===== src/jss_pkg.sv =====
`timescale 1ns / 1ps
// shared types, register codes and reset values for the jacobi stencil sweep
package jss_pkg;

    localparam int DATA_W    = 24;
    localparam int CFG_IDX_W = 2;
    localparam int CFG_CNT_W = 11;

    typedef logic signed [DATA_W-1:0] t_data;

    // configuration register indexes
    typedef enum logic [CFG_IDX_W-1:0] {
        CFG_EDGE = 2'd0,
        CFG_ROWS = 2'd1,
        CFG_COLS = 2'd2
    } t_cfg_idx;

    localparam t_data                EDGE_RST = 24'sd25600;
    localparam logic [CFG_CNT_W-1:0] ROWS_RST = 11'd1024;
    localparam logic [CFG_CNT_W-1:0] COLS_RST = 11'd1024;

    // decoded operation of one beat, handed from control to the compute stage
    typedef struct packed {
        logic  top;
        logic  have_left;
        logic  have_right;
        logic  below_edge;
        logic  wr_one;
        logic  wr_two;
        logic  emit;
        logic  eor;
        logic  eog;
        t_data cell_val;
    } t_op;

endpackage


===== src/jss_ctrl.sv =====
`timescale 1ns / 1ps
// sweep control: row, column and drain counters and per-beat decode
module jss_ctrl #(
    parameter int MAX_ROWS = 1024,
    parameter int MAX_COLS = 1024
) (
    input  logic                                i_clk,
    input  logic                                i_rst_n,
    input  logic                                i_acc,
    input  logic                                i_mode,
    input  jss_pkg::t_data                      i_cell,
    input  logic [jss_pkg::CFG_CNT_W-1:0]       i_rows_cfg,
    input  logic [jss_pkg::CFG_CNT_W-1:0]       i_cols_cfg,
    output logic [$clog2(MAX_COLS)-1:0]         o_col,
    output jss_pkg::t_op                        o_op
);

    localparam int COL_W  = $clog2(MAX_COLS);
    localparam int CNTC_W = $clog2(MAX_COLS + 1);
    localparam int CNTR_W = $clog2(MAX_ROWS + 1);

    logic [CNTR_W-1:0] r_row_cnt;
    logic [COL_W-1:0]  r_col_cnt;
    logic [COL_W-1:0]  r_drain_cnt;

    logic [31:0]       rows_w;
    logic [31:0]       cols_w;
    logic [CNTR_W-1:0] rows_cl;
    logic [CNTC_W-1:0] cols_cl;
    logic              draining;
    logic [CNTC_W-1:0] cur_ext;
    logic [CNTC_W-1:0] c;
    logic [CNTC_W-1:0] c_p1;
    logic              last;
    logic              cell_ok;
    logic              drain_ok;
    logic              first_row;

    // clamp configured counts into 2 .. max
    always_comb begin
        rows_w = 32'(i_rows_cfg);
        cols_w = 32'(i_cols_cfg);
        if (rows_w < 32'd2) begin
            rows_w = 32'd2;
        end else if (rows_w > 32'(MAX_ROWS)) begin
            rows_w = 32'(MAX_ROWS);
        end
        if (cols_w < 32'd2) begin
            cols_w = 32'd2;
        end else if (cols_w > 32'(MAX_COLS)) begin
            cols_w = 32'(MAX_COLS);
        end
    end

    assign rows_cl = rows_w[CNTR_W-1:0];
    assign cols_cl = cols_w[CNTC_W-1:0];

    // current column, pinned to the last one if the count shrank
    assign draining  = (r_row_cnt >= rows_cl);
    assign cur_ext   = CNTC_W'(i_mode ? r_drain_cnt : r_col_cnt);
    assign c         = (cur_ext < cols_cl) ? cur_ext : cols_cl - CNTC_W'(1);
    assign c_p1      = c + CNTC_W'(1);
    assign last      = (c_p1 >= cols_cl);
    assign o_col     = c[COL_W-1:0];

    // beat decode
    assign cell_ok   = !i_mode && !draining;
    assign drain_ok  = i_mode && draining;
    assign first_row = (r_row_cnt == '0);

    always_comb begin
        o_op            = '0;
        o_op.wr_one     = cell_ok;
        o_op.wr_two     = (cell_ok && !first_row) || drain_ok;
        o_op.emit       = (cell_ok && !first_row) || drain_ok;
        o_op.top        = cell_ok && (r_row_cnt == CNTR_W'(1));
        o_op.have_left  = (c != '0);
        o_op.have_right = !last;
        o_op.below_edge = i_mode;
        o_op.eor        = o_op.emit && last;
        o_op.eog        = drain_ok && last;
        o_op.cell_val   = i_cell;
    end

    // counters advance on each accepted cell beat before draining or drain beat while draining
    always_ff @(posedge i_clk) begin
        if (!i_rst_n) begin
            r_row_cnt   <= '0;
            r_col_cnt   <= '0;
            r_drain_cnt <= '0;
        end else if (i_acc) begin
            if (cell_ok) begin
                if (last) begin
                    r_col_cnt <= '0;
                    r_row_cnt <= r_row_cnt + CNTR_W'(1);
                end else begin
                    r_col_cnt <= c_p1[COL_W-1:0];
                end
            end else if (drain_ok) begin
                if (last) begin
                    r_drain_cnt <= '0;
                    r_row_cnt   <= '0;
                    r_col_cnt   <= '0;
                end else begin
                    r_drain_cnt <= c_p1[COL_W-1:0];
                end
            end
        end
    end

`ifndef SYNTHESIS
    // the final drained cell leaves every counter at zero
    ap_eog_rewind: assert property (@(posedge i_clk) disable iff (!i_rst_n)
        i_acc && o_op.eog |=> (r_row_cnt == '0) && (r_col_cnt == '0) && (r_drain_cnt == '0))
        else $error("counters not rewound after end of grid");

    // end of grid always closes a row
    ap_eog_eor: assert property (@(posedge i_clk) disable iff (!i_rst_n)
        o_op.eog |-> o_op.eor && o_op.emit)
        else $error("end of grid without end of row");
`endif

endmodule


===== config.mk =====
export PLATFORM = sky130hd
export DESIGN_NAME = jss_ctrl
export DESIGN_NICKNAME = d
export VERILOG_FILES = /design/src/jss_pkg.sv /design/src/jss_ctrl.sv
export SDC_FILE = /design/constraint.sdc
export NUM_CORES = 1
export LEC_CHECK = 0
export BUFFER_PORTS_ARGS = -buffer_cell sky130_fd_sc_hd__buf_2
export CAP_MARGIN = 20
export CORE_ASPECT_RATIO = 0.7
export CORE_MARGIN = 1
export CORE_UTILIZATION = 45
export DETAILED_ROUTE_END_ITERATION = 12
export HOLD_SLACK_MARGIN = 0.1
export MAX_ROUTING_LAYER = met4
export PLACE_DENSITY = 0.71
export SYNTH_ARGS = -nofsm -noshare
export SYNTH_HDL_FRONTEND = slang
export SYNTH_SLANG_ARGS = --single-unit

===== constraint.sdc =====
create_clock -name i_clk -period 15.8 [get_ports i_clk]
set_input_delay 0.79 -clock i_clk [delete_from_list [all_inputs] [get_ports i_clk]]
set_output_delay 0.79 -clock i_clk [all_outputs]
set_load 0.02 [all_outputs]

==> flow_summary.yaml <==
grt:
  grt_start_max_net_pins: 19
  grt-ovfl-total: 0
  first_global_vias: 2951
  track_usage: 0.2484
  grt_first_pass_wirelength_um: 14740
  antenna_found_initial: 0
logic_synthesis:
  syn_avg_cell_area_um2: 7.749
  synth_nets: 524
  synth_ff_type: "dfxtp_1"
  async_reset_ff_frac: 0
  yosys-top-cells-area: "dfxtp_1 18%, ha_1 14%, buf_4 6.0%"
  synth_cell_types: 61
  synth_edf_count: 0
  synth.ff_latch_count: 31
  synth_warnings: 0
  syn_inst: 435
  synth_top_cell_area_share: 0.1841
  synthesis.area_um2: 3371
  synth_top_area_cell: "dfxtp_1"
  ys_seq_area_frac: 0.1841
clock_network:
  cts_tree: "built"
  postCtsSetupBuffers: 0
  clkTransAtPathRegs_ns: 0.07
  cts_repair_resize_count: 0
  clk_latency_ns: 0.29
  cts_buffer_depth: 2
  hold_buffers: 0
  cts_buffers: 5
  htree_levels: 2
  cts_root_buf: "clkbuf_8"
  cts.sink_count: 31
timing:
  setup_slack_ns: 7.967
  finClkSkew_ns: 0.005802
  rsz0062_at_grt: "no"
  drv_slew: 0
  fin_setup_tns_ns: 0
  finalHoldViolations: 0
  min_period_ns: 7.833
  finalSetupViolations: 0
  finalCritPeriodShare: 0.4958
  max_freq_mhz: 127.7
  slew_headroom: 0.3024
  worst_pin_slew_ns: 1.038
die:
  die_x_um: 105.4
  start_util: 0.4811
  die_area_um2: 7846
  core_region_area_um2: 7007
  num_io_pins: 93
  die_h_um: 74.41
  row_count: 25
critical_path:
  ff2ff_path_depth: 23
  r2r-start: "r_drain_cnt[5]$_SDFFE_PN0P_"
  cp_max_fo: 18
  endpoint: "o_op[24]"
  cp-startpoint: "i_cols_cfg[8]"
  worstPathArrival_ns: 7.04
  end_kind: "primary output"
  reg2reg_to: "r_col_cnt[8]$_SDFFE_PN0P_"
  crit_type: "input pin to primary output"
  cp-start-kind: "input pin"
  rrSetupSlack_ns: 9.01
  required_ns: 15.01
placement:
  place_congestion: 0.9326
  dp_hpwl_um: 7500
  dp_worst_setup_slack_ns: 8.086
  io_buffers: 44
job:
  max_cap_viol_count: 0
routing:
  ant_nets: 0
  vias: 3318
  drt_iter0_markers: 323
  wirelength_um: 9202
  dr.pass1.iters: 7
  vias_per_cell: 6.088
  drc: 0
  wl_per_cell_um: 16.88
hold_path:
  hold_path.class: "register to register"
layout:
  fillers: 689
  finalNetCount: 539
  diodes: 0
  drive_above_1_share: 0.1552
  fin_util: 0.5050
  synthToLayoutAreaGrowth_pct: 4.974
power_and_ir_drop:
  power-per-cell-area_nw_per_um2: 54.08
  p_leak_nw: 1.645
  ir_drop_mv: 0.03985
run_status:
  status: "completed"
==> registers in the layout (all words and copies together), names as in the netlist <==
name / cells
r_row_cnt: 11
r_col_cnt: 10
r_drain_cnt: 10
==> cells in the mapped netlist (all sizes together) (9+ instances only) <==
cell,number
nor2,33
nand2b,9
mux2i,9
nand3,11
nor3,15
ha,39
nand2,46
inv,30
a21oi,20
xor2,11
o21ai,26
dfxtp,31
buf,32
==> worst min-delay path by stage <==
stage / start / endpoint / slack (ns) / depth (start not counted)
floorplan: r_drain_cnt[2]$_SDFFE_PN0P_ / r_drain_cnt[2]$_SDFFE_PN0P_ / 0.42 / 2
global placement: r_drain_cnt[3]$_SDFFE_PN0P_ / r_drain_cnt[3]$_SDFFE_PN0P_ / 0.43 / 2
CTS: r_col_cnt[6]$_SDFFE_PN0P_ / r_col_cnt[6]$_SDFFE_PN0P_ / 0.46 / 2
detailed placement: r_col_cnt[6]$_SDFFE_PN0P_ / r_col_cnt[6]$_SDFFE_PN0P_ / 0.44 / 2
global route: r_col_cnt[9]$_SDFFE_PN0P_ / r_col_cnt[9]$_SDFFE_PN0P_ / 0.47 / 2
finish: r_drain_cnt[7]$_SDFFE_PN0P_ / r_drain_cnt[7]$_SDFFE_PN0P_ / 0.46 / 2
==> critical path: stages <==
cell and delay (ns):
buf_2 0.13, nor3_1 0.43, nand3_1 0.21, nor2_1 0.12, o21ai_0 0.18, ha_1 0.34, o21ai_0 0.09, a2111oi_0 0.53
o21ai_1 0.26, nand2_2 0.43, o21ai_0 0.26, inv_1 0.16, ha_1 0.24, nand3_1 0.13, nor4b_1 0.48, nor2_1 0.21
a21o_1 0.23, xnor2_1 0.14, ha_1 0.21, nor4_1 0.37, o211ai_1 0.16, a21oi_1 0.34, nor2_1 0.21, and2_1 0.22
buf_2 0.16
==> power by group <==
part	switching (mW)	total, mW	internal, mW
Clock	0.0319	0.0627	0.0308
Combinational	0.0324	0.0499	0.0175
Sequential	0.000295	0.0788	0.0785
Total	0.0646	0.191	0.127
==> kinds of logic after synthesis <==
kind of cell,share of synthesized area
adder cells (fa/ha/maj),0.1448
AND/OR/NAND/NOR,0.2532
XOR/XNOR,0.04937
buffers and inverters,0.1102
AO/OA/AOI/OAI,0.2082
multiplexers,0.05011
flip-flops,0.1841
==> routing by layer <==
layer / GRT usage / part of all wire / vias to the layer above
li1: - / - / 1578
met1: 0.3579 / 0.48 / 1553
met2: 0.3545 / 0.41 / 169
met3: 0.05609 / 0.10 / 18
met4: 0.03912 / 0.0074 / 0
met5: - / 0 / -
==> cells in the final DEF (no fill, tap or decap), drive strengths merged, types with 4 or more instances in the layout <==
| cell | instances |
|---|---|
| a2111oi | 4 |
| a211o | 4 |
| a211oi | 5 |
| a21o | 4 |
| a21oi | 20 |
| a22oi | 4 |
| and3 | 7 |
| buf | 44 |
| clkbuf | 6 |
| dfxtp | 31 |
| ha | 39 |
| inv | 30 |
| mux2 | 7 |
| mux2i | 9 |
| nand2 | 46 |
| nand2b | 9 |
| nand3 | 11 |
| nand4 | 8 |
| nor2 | 33 |
| nor2b | 4 |
| nor3 | 15 |
| nor4 | 8 |
| o21a | 8 |
| o21ai | 26 |
| or3 | 8 |
| xnor2 | 8 |
| xor2 | 11 |
==> metrics by stage <==
stage                     instance area [um2]  total power, mW  instances  hold slack [ns]
final                                    3538           0.1914        545           0.4570
after global routing                     3538           0.2006        545           0.4716
after CTS                                3538           0.1902        545           0.4577
after detailed placement                 3453           0.1292        537           0.4423
after global placement                   3453           0.1282        537           0.4295
after floorplan                          3371           0.1222        435           0.4196
==> layout make-up <==
class / count / area [um2] / area share
Sequential cell: 31 / 620.6 / 0.1754
Clock buffer: 6 / 72.57 / 0.02051
Timing Repair Buffer: 44 / 220.2 / 0.06223
Tap cell: 94 / 117.6 / 0.03324
Multi-Input combinational cell: 337 / 2379 / 0.6722
Clock inverter: 2 / 12.51 / 0.003536
Inverter: 31 / 116.4 / 0.03289
Power figures use the tool's default switching activity.
