<file path="src/jss_pkg.sv">
`timescale 1ns / 1ps
// shared types, register codes and reset values for the jacobi stencil sweep
package jss_pkg;

    localparam int DATA_W    = 24;
    localparam int CFG_IDX_W = 2;
    localparam int CFG_CNT_W = 11;

    typedef logic signed [DATA_W-1:0] t_data;

    // configuration register indexes
    typedef enum logic [CFG_IDX_W-1:0] {
        CFG_EDGE = 2'd0,
        CFG_ROWS = 2'd1,
        CFG_COLS = 2'd2
    } t_cfg_idx;

    localparam t_data                EDGE_RST = 24'sd25600;
    localparam logic [CFG_CNT_W-1:0] ROWS_RST = 11'd1024;
    localparam logic [CFG_CNT_W-1:0] COLS_RST = 11'd1024;

    // decoded operation of one beat, handed from control to the compute stage
    typedef struct packed {
        logic  top;
        logic  have_left;
        logic  have_right;
        logic  below_edge;
        logic  wr_one;
        logic  wr_two;
        logic  emit;
        logic  eor;
        logic  eog;
        t_data cell_val;
    } t_op;

endpackage

</file>
<file path="src/jss_calc.sv">
`timescale 1ns / 1ps
// compute stage: forwarding, four-neighbour average, line buffer write-back, output register
module jss_calc #(
    parameter int MAX_COLS = 1024
) (
    input  logic                        i_clk,
    input  logic                        i_rst_n,
    input  logic                        i_acc,
    input  logic [$clog2(MAX_COLS)-1:0] i_col,
    input  jss_pkg::t_op                i_op,
    input  jss_pkg::t_data              i_edge,
    input  jss_pkg::t_data              i_two_c,
    input  jss_pkg::t_data              i_two_l,
    input  jss_pkg::t_data              i_one_c,
    input  jss_pkg::t_data              i_one_r,
    input  logic                        i_out_ready,
    output logic                        o_in_ready,
    output logic                        o_we_two,
    output logic                        o_we_one,
    output logic [$clog2(MAX_COLS)-1:0] o_wa,
    output jss_pkg::t_data              o_wd_two,
    output jss_pkg::t_data              o_wd_one,
    output logic                        o_out_valid,
    output jss_pkg::t_data              o_cell_out,
    output logic                        o_eor,
    output logic                        o_eog
);

    localparam int COL_W = $clog2(MAX_COLS);
    localparam int SUM_W = jss_pkg::DATA_W + 2;

    logic             r_s1_v;
    jss_pkg::t_op     r_s1_op;
    logic [COL_W-1:0] r_s1_col;
    logic             r_fw_two_c;
    logic             r_fw_two_l;
    logic             r_fw_one_c;
    logic             r_fw_one_r;
    jss_pkg::t_data   r_fw_two_d;
    jss_pkg::t_data   r_fw_one_d;
    logic             r_out_v;
    jss_pkg::t_data   r_out_cell;
    logic             r_out_eor;
    logic             r_out_eog;

    logic              out_free;
    logic              s1_fire;
    jss_pkg::t_data    center;
    jss_pkg::t_data    right_mem;
    jss_pkg::t_data    up;
    jss_pkg::t_data    left;
    jss_pkg::t_data    right;
    jss_pkg::t_data    below;
    logic signed [SUM_W-1:0] sum;

    // handshake: stage one moves when its result has a place to go
    assign out_free   = !r_out_v || i_out_ready;
    assign s1_fire    = r_s1_v && (!r_s1_op.emit || out_free);
    assign o_in_ready = !r_s1_v || s1_fire;

    // memory data with forwarding from the write of the beat before
    assign center    = r_fw_one_c ? r_fw_one_d : i_one_c;
    assign right_mem = r_fw_one_r ? r_fw_one_d : i_one_r;

    // neighbour selection, outside the grid reads the edge value
    always_comb begin
        up    = r_s1_op.top ? i_edge : (r_fw_two_c ? r_fw_two_d : i_two_c);
        left  = r_s1_op.have_left ? (r_fw_two_l ? r_fw_two_d : i_two_l) : i_edge;
        right = r_s1_op.have_right ? right_mem : i_edge;
        below = r_s1_op.below_edge ? i_edge : r_s1_op.cell_val;
    end

    // wide sum, floor of a quarter by arithmetic shift
    assign sum = SUM_W'(up) + SUM_W'(below) + SUM_W'(left) + SUM_W'(right);

    // line buffer write-back: row shifts down, new cell enters
    assign o_we_two = s1_fire && r_s1_op.wr_two;
    assign o_we_one = s1_fire && r_s1_op.wr_one;
    assign o_wa     = r_s1_col;
    assign o_wd_two = center;
    assign o_wd_one = r_s1_op.cell_val;

    // stage one register and forwarding flags
    always_ff @(posedge i_clk) begin
        if (!i_rst_n) begin
            r_s1_v <= 1'b0;
        end else if (i_acc) begin
            r_s1_v <= 1'b1;
        end else if (s1_fire) begin
            r_s1_v <= 1'b0;
        end
    end

    always_ff @(posedge i_clk) begin
        if (i_acc) begin
            r_s1_op    <= i_op;
            r_s1_col   <= i_col;
            r_fw_two_c <= o_we_two && (r_s1_col == i_col);
            r_fw_two_l <= o_we_two && (r_s1_col == i_col - COL_W'(1));
            r_fw_one_c <= o_we_one && (r_s1_col == i_col);
            r_fw_one_r <= o_we_one && (r_s1_col == i_col + COL_W'(1));
            r_fw_two_d <= center;
            r_fw_one_d <= r_s1_op.cell_val;
        end
    end

    // output register
    always_ff @(posedge i_clk) begin
        if (!i_rst_n) begin
            r_out_v <= 1'b0;
        end else if (s1_fire && r_s1_op.emit) begin
            r_out_v <= 1'b1;
        end else if (i_out_ready) begin
            r_out_v <= 1'b0;
        end
    end

    always_ff @(posedge i_clk) begin
        if (s1_fire && r_s1_op.emit) begin
            r_out_cell <= sum[SUM_W-1:2];
            r_out_eor  <= r_s1_op.eor;
            r_out_eog  <= r_s1_op.eog;
        end
    end

    assign o_out_valid = r_out_v;
    assign o_cell_out  = r_out_cell;
    assign o_eor       = r_out_eor;
    assign o_eog       = r_out_eog;

`ifndef SYNTHESIS
    // a result held back by a full output stays in stage one
    ap_s1_hold: assert property (@(posedge i_clk) disable iff (!i_rst_n)
        r_s1_v && r_s1_op.emit && r_out_v && !i_out_ready |=> r_s1_v)
        else $error("stage one dropped a stalled result");

    // a new beat never lands on an item that is still waiting
    ap_no_overrun: assert property (@(posedge i_clk) disable iff (!i_rst_n)
        i_acc |-> !r_s1_v || s1_fire)
        else $error("stage one overwritten");

    // output comes up only from a result-bearing beat
    ap_out_source: assert property (@(posedge i_clk) disable iff (!i_rst_n)
        $rose(r_out_v) |-> $past(r_s1_v && r_s1_op.emit))
        else $error("output valid without a source beat");
`endif

endmodule
</file>
<file path="config.mk">
export PLATFORM = sky130hd
export DESIGN_NAME = jss_calc
export DESIGN_NICKNAME = d
export VERILOG_FILES = /design/src/jss_pkg.sv /design/src/jss_calc.sv
export SDC_FILE = /design/constraint.sdc
export NUM_CORES = 1
export LEC_CHECK = 0
export ABC_AREA = 1
export BUFFER_PORTS_ARGS = -buffer_cell sky130_fd_sc_hd__buf_2
export CORE_ASPECT_RATIO = 0.5
export CORE_MARGIN = 2
export CORE_UTILIZATION = 40
export CTS_BUF_LIST = sky130_fd_sc_hd__clkbuf_2 sky130_fd_sc_hd__clkbuf_4 sky130_fd_sc_hd__clkbuf_8
export DETAILED_ROUTE_END_ITERATION = 10
export SETUP_SLACK_MARGIN = 0.02
export SYNTH_ARGS = -nofsm -noshare
export SYNTH_HDL_FRONTEND = slang
export SYNTH_SLANG_ARGS = --single-unit
</file>
<file path="constraint.sdc">
create_clock -name i_clk -period 4.95 [get_ports i_clk]
set_input_delay 0.2475 -clock i_clk [delete_from_list [all_inputs] [get_ports i_clk]]
set_output_delay 0.2475 -clock i_clk [all_outputs]
set_load 0.005 [all_outputs]
</file>
==> summary.json, run 1 <==
{
  "design.die.area_sq_um": 24300,
  "first_global_vias": 8228,
  "total_power_uw": 4940,
  "final_net_count": 1561,
  "max_slew_margin_pct": 26.7,
  "postSynthRegisterBits": 123,
  "cells_traversed_along_the_worst_timing_path": "inv_1, buf_4, nand2_1, nand3_1, o21ai_0, fa_1, inv_1, fa_1, ha_1, nand2_1, nor2_1, nand4_1, nand2_1, nand2_1, nand2_1, xor2_1",
  "max_slew.worst_pin.slew_ns": 1.10,
  "critical_path_buffers_and_inverters": 3,
  "start_util_pct": 40.6,
  "synthesis.yosys.warnings": 0,
  "synthDominantAreaCellType": "edfxtp_1",
  "fill_cells": 2196,
  "final.hold.worst_slack_ns": 0.0490,
  "netlist_area_sq_um": 9200,
  "grt_antenna_before_repair": 2,
  "period_share_pct": 82.1,
  "power.leakage_uw": 0.00537,
  "peak_supply_drop_v": 0.000206,
  "mappedNetlistNets": 1296,
  "post_synth_num_cell_types": 41,
  "timing.critical_path.to_type": "register",
  "die_width_um": 219,
  "synthToLayoutAreaGrowth_pct": 24.2,
  "finClkSkew_ns": 0.0150,
  "drv_cap": 0,
  "drc_errors": 0,
  "placementRows": 39,
  "setup_total_negative_slack_ns": 0,
  "largest_net_degree_at_the_start_of_global_routing": 61,
  "final_cells": 1640,
  "clkLatencyLatePin_ns": 0.49,
  "slowest_cell_on_the_critical_path": "fa_1",
  "detailedRoute.firstPassIterationCount": 5,
  "gp_congestion": 0.918,
  "post-route-min-period_ns": 4.07,
  "clk_root_buffer_cell": "clkbuf_8",
  "cp_max_fo": 13,
  "critical-path-max-stage-delay_ns": 0.55,
  "cp_data_required_time_ns": 5.25,
  "timing.critical_path.from": "r_fw_two_c",
  "tritoncts": "done",
  "clock-sinks": 123,
  "post_synth_main_area_contributors": "edfxtp_1 (39%), nand2_1 (12%), fa_1 (11%), nand3_1 (4.9%), inv_1 (4.9%)",
  "finalHoldViolCount": 0,
  "rsz0062_at_grt": "false",
  "worstSetupStartpointType": "register",
  "drive_above_1_share_pct": 25.5,
  "timing_worst_setup_path_type": "reg -> reg",
  "register_to_register_setup_slack_ns": 0.88,
  "finalSetupViolCount": 0,
  "post_synth_fa_ha_maj_area_fraction_pct": 14.1,
  "placement.io_buffers": 254,
  "global_route_wire_length_before_repair_um": 45500,
  "grt_util_all_layers_pct": 24.8,
  "hp-start": "i_col[2]",
  "area.sequential_sq_um": 3670,
  "worst-endpoint-arrival_ns": 4.36,
  "power_density_nw_per_um2": 432,
  "avg_cell_area_syn_sq_um": 8.72,
  "place.detailed.hpwl_um": 23200,
  "avgViaCountPerCell": 5.05,
  "synth_simple_gate_area_share_pct": 22.2,
  "hold_crit_endpoint": "o_wa[2]",
  "worst_reg_to_reg_path_cell_count": 16,
  "die_h_um": 111,
  "grt.overflow.total": 0,
  "design.core.area_sq_um": 22700,
  "worst_r2r_dst": "o_cell_out[12]",
  "worst_hold_path_type": "in -> reg",
  "post_synth_inst_count": 1055,
  "detail_route.wl_per_cell_um": 17.9,
  "post_cts.repair.setup_buffers": 0,
  "dominant_combinational_cell_family_by_area_after_synthesis": "simple AND/OR/NAND/NOR gates",
  "slew_violations": 0,
  "yosysSeqAreaShare_pct": 39.9,
  "reg2reg_from": "r_fw_two_c",
  "synth_top_cell_area_share_pct": 39.5,
  "hold_path_depth": 1,
  "ant_nets": 0,
  "drt_first_iter_violations": 726,
  "clock_path_buffers": 2,
  "cts_inserted_buffers": 17,
  "htreeDepth": 4,
  "numPlacedInstances": 1570,
  "timing.critical_path.max_delay_family": "adder cells",
  "synth_compound_gate_area_share_pct": 6.69,
  "routed_wl_um": 29300,
  "run_status": "complete, no violations",
  "multiInputGateArea_sq_um": 4730,
  "xor_xnor_share_of_the_synthesized_area_pct": 3.51,
  "route.vias.total": 8290,
  "cts.clk_slew.worst_paths_ns": 0.07,
  "pin_count": 255,
  "placement.cell_area_sq_um": 10600,
  "fin_area_sq_um": 11400,
  "muxShareOfSynthArea_pct": 5.00,
  "max_freq_mhz": 246,
  "critical_path.most_common_cell": "nand2_1"
}
-- layout make-up --
cell class                      instances  area share [%]
Antenna cell                            1          0.0219
Inverter                              122            4.01
Sequential cell                       123            32.1
Multi-Input combinational cell        750            41.4
Timing Repair Buffer                  306            15.4
Clock inverter                         13            1.54
Clock buffer                           18            2.11
Tap cell                              307            3.36
-- flip-flops by register name (all words and copies together), names as in the netlist --
signal and cells:
r_fw_one_c 1, r_s1_v 1, o_out_valid 1, r_s1_op 9
r_fw_one_r 1, o_cell_out 24, r_fw_two_l 1, o_wa 10
r_fw_one_d 24, o_eog 1, r_fw_two_c 1, o_wd_one 24
r_fw_two_d 24, o_eor 1
-- kinds of logic after synthesis --
family,Yosys count
AND/OR/NAND/NOR,479
AO/OA/AOI/OAI,118
adder cells (fa/ha/maj),74
buffers and inverters,182
multiplexers,43
XOR/XNOR,36
flip-flops,123
-- layout by cell type, fill, tap and decap left out, types with 3 or more instances in the layout --
cell,netlist,layout
mux2i_1,19,19
dlygate4sd3_1,0,38
clkbuf_8,0,17
o21ai_0,82,82
clkinvlp_4,0,3
nand3b_1,4,4
inv_2,3,3
nand3_1,91,91
nand2_2,3,3
buf_4,25,15
bufinv_16,0,4
mux2_2,24,24
xor2_1,22,22
buf_2,9,253
clkinv_2,0,5
nand2_1,294,294
xnor2_1,13,13
a21oi_1,25,25
fa_1,49,49
nor3_2,3,3
nand4_1,15,15
nor2_1,55,55
ha_1,25,25
nor3_1,4,4
edfxtp_1,121,121
o21bai_1,4,4
inv_1,119,119
-- synthesized netlist by cell type --
| library cell | n |
|---|---|
| nand2_1 | 294 |
| edfxtp_1 | 121 |
| inv_1 | 119 |
| nand3_1 | 91 |
| o21ai_0 | 82 |
| nor2_1 | 55 |
| fa_1 | 49 |
| a21oi_1 | 25 |
| buf_4 | 25 |
| ha_1 | 25 |
| mux2_2 | 24 |
| clkbuf_1 | 22 |
| xor2_1 | 22 |
| mux2i_1 | 19 |
| nand4_1 | 15 |
| xnor2_1 | 13 |
| buf_2 | 9 |
| nand3b_1 | 4 |
| nor3_1 | 4 |
| o21bai_1 | 4 |
| buf_1 | 3 |
| inv_2 | 3 |
| nand2_2 | 3 |
| nor3_2 | 3 |
| and3_1 | 2 |
| dfxtp_1 | 2 |
| nand3_2 | 2 |
| o22ai_1 | 2 |
| a21boi_0 | 1 |
| a21o_1 | 1 |
| a22oi_1 | 1 |
| and2_1 | 1 |
| buf_6 | 1 |
| nand2b_1 | 1 |
| nand4_2 | 1 |
| nor2_4 | 1 |
| o211ai_1 | 1 |
| o21a_1 | 1 |
| or2_2 | 1 |
| or2_4 | 1 |
| xnor2_2 | 1 |
-- stage by stage --
stage	worst slack, ns	util [%]
2_1_floorplan	1.33	-
3_3_place_gp	0.986	46.8
3_5_place_dp	0.910	46.8
4_1_cts	0.896	50.4
5_1_grt	0.486	50.4
6_report	0.884	50.4
-- power by group --
part           switching (uW)  total, uW  internal (uW)
combinational            1620       2540            919
clock                     432        977            545
sequential               63.3       1430           1370
total                    2110       4940           2830
-- worst max path at each step --
stage                     endpoint  slack [ns]  depth (start not counted)
floorplan           o_cell_out[21]        1.33                         17
global placement    o_cell_out[19]        0.99                         19
detailed placement  o_cell_out[21]        0.91                         18
CTS                 o_cell_out[21]        0.90                         18
global route        o_cell_out[21]        0.49                         18
finish              o_cell_out[12]        0.88                         16
-- worst reg2reg max path, stage by stage (launching register included) --
cell and delay (ns):
edfxtp_1 0.39, inv_1 0.34, buf_4 0.31, nand2_1 0.08
nand3_1 0.07, o21ai_0 0.12, fa_1 0.55, inv_1 0.05
fa_1 0.48, ha_1 0.40, nand2_1 0.16, nor2_1 0.17
nand4_1 0.11, nand2_1 0.23, nand2_1 0.08, nand2_1 0.10
xor2_1 0.24
-- per-layer routing --
metal / wire [um] / share of wire [%] / track usage, % / vias up
li1: - / - / - / 3991
met1: 13800 / 47 / 35.6 / 3937
met2: 12700 / 43 / 36.7 / 320
met3: 2210 / 7.6 / 6.83 / 40
met4: 587 / 2.0 / 6.98 / 2
met5: 17 / 0.058 / 0 / -
-- repair_timing --
action                                 4_1_cts  5_1_grt
hold buffers                                38        0
setup endpoints to repair                    0        0
endpoints found under the hold margin       39        0
resized for setup                            0        0
Power figures use the tool's default switching activity.
==> inputs of run 2 (changes only) <==
clock period = 3.8 ns   (was 4.95 ns; I/O delays follow)
==> run 2 against run 1 <==
Combinational power increased by 43%. Maximum frequency increased by 12%. Cell count increased by 2.5%. Die area stayed put. Critical path type unchanged.
==> summary.json, run 2 (synthesized netlist as in run 1, its figures left out) <==
{
  "largest_net_degree_at_the_start_of_global_routing": {"value": 43, "change": "-30%"},
  "place.detailed.hpwl": {"value": 23400, "unit": "um", "change": "+0.82%"},
  "hp-start": "i_one_c[11]",
  "worst_hold_path_type": "in -> reg",
  "grt_antenna_before_repair": {"value": 3, "change": "+1"},
  "finalCoreUtilization": {"value": 53.2, "unit": "%", "change": "+2.8 points"},
  "grt_util_all_layers": {"value": 25.1, "unit": "%", "change": "+0.30 points"},
  "finalHoldViolCount": {"value": 0, "change": "unchanged"},
  "register_to_register_setup_slack": {"value": 0.16, "unit": "ns", "change": "-0.73 ns"},
  "placementRows": {"value": 39, "change": "unchanged"},
  "final_net_count": {"value": 1599, "change": "+2.4%"},
  "detailedRoute.firstPassIterationCount": {"value": 5, "change": "unchanged"},
  "global_route_wire_length_before_repair": {"value": 46200, "unit": "um", "change": "+1.5%"},
  "clock_path_buffers": {"value": 2, "change": "unchanged"},
  "hold_crit_endpoint": "r_fw_two_d[11]",
  "design.core.area": {"value": 22700, "unit": "sq um", "change": "unchanged"},
  "fin_area": {"value": 12100, "unit": "sq um", "change": "+5.6%"},
  "most_common_cell_after_layout_fill_and_taps_aside": "nand2_1",
  "post-route-min-period": {"value": 3.64, "unit": "ns", "change": "-0.421 ns"},
  "drv_cap": {"value": 0, "change": "unchanged"},
  "slew_violations": {"value": 0, "change": "unchanged"},
  "first_global_vias": {"value": 8361, "change": "+1.6%"},
  "design.die.area": {"value": 24300, "unit": "sq um", "change": "unchanged"},
  "avgViaCountPerCell": {"value": 5.00, "change": "-1.1%"},
  "setup_total_negative_slack": {"value": 0, "unit": "ns", "change": "unchanged"},
  "finClkSkew": {"value": 0.0144, "unit": "ns", "change": "-0.000575 ns"},
  "cp_max_fo": {"value": 12, "change": "-1"},
  "top_library_cells_by_usage_in_the_layout_fill_and_taps_aside": "nand2_1 (288), buf_2 (253), edfxtp_1 (121)",
  "cp_data_required_time": {"value": 4.05, "unit": "ns", "change": "-1.20 ns"},
  "ant_nets": {"value": 0, "change": "unchanged"},
  "placement.io_buffers": {"value": 254, "change": "unchanged"},
  "start_util": {"value": 40.6, "unit": "%", "change": "unchanged"},
  "placement.cell_area": {"value": 10800, "unit": "sq um", "change": "+1.6%"},
  "power.leakage": {"value": 0.00559, "unit": "uW", "change": "+4.1%"},
  "pwr-share-seq": {"value": 28.1, "unit": "%", "change": "-0.8 points"},
  "finalSetupViolCount": {"value": 0, "change": "unchanged"},
  "die_width": {"value": 219, "unit": "um", "change": "unchanged"},
  "clk_root_buffer_cell": "clkbuf_8",
  "hold_path_depth": {"value": 2, "change": "+1"},
  "period_share": {"value": 95.9, "unit": "%", "change": "+14 points"},
  "clkLatencyLatePin": {"value": 0.49, "unit": "ns", "change": "about the same"},
  "numPlacedInstances": {"value": 1580, "change": "+0.64%"},
  "pin_count": {"value": 255, "change": "unchanged"},
  "grt.overflow.total": {"value": 0, "change": "unchanged"},
  "power_density": {"value": 549, "unit": "nW/um^2", "change": "+27%"},
  "detail_route.wl_per_cell": {"value": 18.4, "unit": "um", "change": "+3.0%"},
  "timing.critical_path.to_type": "register",
  "drt_first_iter_violations": {"value": 722, "change": "-0.55%"},
  "timing_worst_setup_path_type": "reg -> reg",
  "power_frac_comb": {"value": 54.8, "unit": "%", "change": "+3.5 points"},
  "run_status": "complete, no violations",
  "switching_share": {"value": 43.8, "unit": "%", "change": "+1.1 points"},
  "final_cells": {"value": 1681, "change": "+2.5%"},
  "max_slew.worst_pin.slew": {"value": 1.16, "unit": "ns", "change": "+0.0652 ns"},
  "worst-endpoint-arrival": {"value": 3.89, "unit": "ns", "change": "-0.47 ns"},
  "tritoncts": "done",
  "gp_congestion": {"value": 0.884, "change": "-3.7%"},
  "cts.clk_slew.worst_paths": {"value": 0.08, "unit": "ns", "change": "about the same"},
  "worst_reg_to_reg_path_cell_count": {"value": 17, "change": "+1"},
  "cts_inserted_buffers": {"value": 17, "change": "unchanged"},
  "worstSetupStartpointType": "register",
  "routed_wl": {"value": 30900, "unit": "um", "change": "+5.6%"},
  "power_switching": {"value": 2900, "unit": "uW", "change": "+37%"},
  "clock-sinks": {"value": 123, "change": "unchanged"},
  "max_freq": {"value": 274, "unit": "MHz", "change": "+12%"},
  "timing.final.ws_setup": {"value": 0.156, "unit": "ns", "change": "-0.729 ns"},
  "peak_supply_drop": {"value": 0.000306, "unit": "V", "change": "+49%"},
  "synthToLayoutAreaGrowth_pct": 31.1,
  "htreeDepth": {"value": 4, "change": "unchanged"},
  "route.vias.total": {"value": 8402, "change": "+1.4%"},
  "clk_network_pwr_share": {"value": 17.1, "unit": "%", "change": "-2.7 points"},
  "rsz0062_at_grt": "true",
  "dpl_worst_slack": {"value": 0.0664, "unit": "ns", "change": "-0.844 ns"},
  "drive_above_1_share": {"value": 28.8, "unit": "%", "change": "+3.4 points"},
  "reg2reg_from": "r_fw_two_c",
  "worst_r2r_dst": "o_cell_out[20]",
  "max_slew_margin": {"value": 22.3, "unit": "%", "change": "-4.4 points"},
  "drc_errors": {"value": 0, "change": "unchanged"},
  "die_h": {"value": 111, "unit": "um", "change": "unchanged"},
  "cell_internal_pwr": {"value": 3730, "unit": "uW", "change": "+32%"}
}
[run 2: cell types whose count changed in the layout (fill, tap and decap cells not counted), moves of 7 or more]
| cell | change |
|---|---|
| nor2_1 | -8 |
| buf_12 | +8 |
| a21oi_1 | -7 |
| nor2_2 | +8 |
| ha_1 | -11 |
| dlygate4sd3_1 | +20 |
| a21oi_2 | +7 |
| ha_2 | +8 |
[run 2: worst max path at each step]
stage          slack (ns)              to   startpoint  cells past startpoint
2_1_floorplan        0.18  o_cell_out[21]  r_s1_op[32]                     17
3_3_place_gp         0.11  o_cell_out[22]   r_fw_two_l                     17
3_5_place_dp         0.07  o_cell_out[22]   r_fw_two_l                     17
4_1_cts              0.06  o_cell_out[22]   r_fw_two_l                     17
5_1_grt             0.002  o_cell_out[22]   r_fw_one_r                     17
6_report             0.16  o_cell_out[20]   r_fw_two_c                     17
[run 2: repair_timing]
item | 4_1_cts | 5_1_grt
hold endpoints to repair | 58 | 0
hold buffers | 58 | 0
setup endpoints to repair | 0 | 18
resized for setup | 0 | 55
setup buffers | 0 | 4
[run 2: final cells by class]
class / count / area (sq um)
inverter: 122 / 465
sequential: 123 / 3670
clock inverter: 15 / 143
tap: 307 / 384
timing repair buffer: 344 / 2290
antenna: 3 / 7.51
multi-input combinational: 750 / 4870
clock buffer: 17 / 234
fill: 2172 / 10600
[run 2: layer usage]
metal / wire length, um / up-vias / track usage [%] / share of wire, %
li1: - / 4076 / - / -
met3: 1990 / 40 / 5.10 / 6.4
met5: 0 / - / 0 / 0
met1: 14500 / 4006 / 35.0 / 47
met4: 637 / 0 / 9.16 / 2.1
met2: 13800 / 280 / 38.7 / 45
[run 2: power by group through the flow]
stage	logic (uW)	clock network [uW]	registers, uW
3_3_place_gp	3300	0	1890
6_report	3630	1130	1860
4_1_cts	3360	1170	1860
5_1_grt	4090	1210	1870
2_1_floorplan	2210	0	1860
3_5_place_dp	3300	0	1890
[run 2: metrics by stage]
step | hold slack (ns) | power, uW
global placement | 0.367 | 5190
global route | 0.0165 | 7180
finish | 0.0486 | 6630
CTS | 0.00424 | 6390
detailed placement | 0.368 | 5190
floorplan | 0.288 | 4070
[run 2: critical path, stage by stage, from the launching register on]
cell	delay (ns)
edfxtp_1	0.43
inv_2	0.10
buf_4	0.12
clkbuf_16	0.16
nand2_1	0.05
nand3_1	0.06
o21ai_0	0.12
fa_1	0.53
fa_1	0.56
inv_1	0.05
ha_1	0.35
nand2_1	0.13
nor2_1	0.25
nand2_1	0.14
nor2_1	0.10
nand2_1	0.08
nand4_1	0.10
nand2_1	0.06
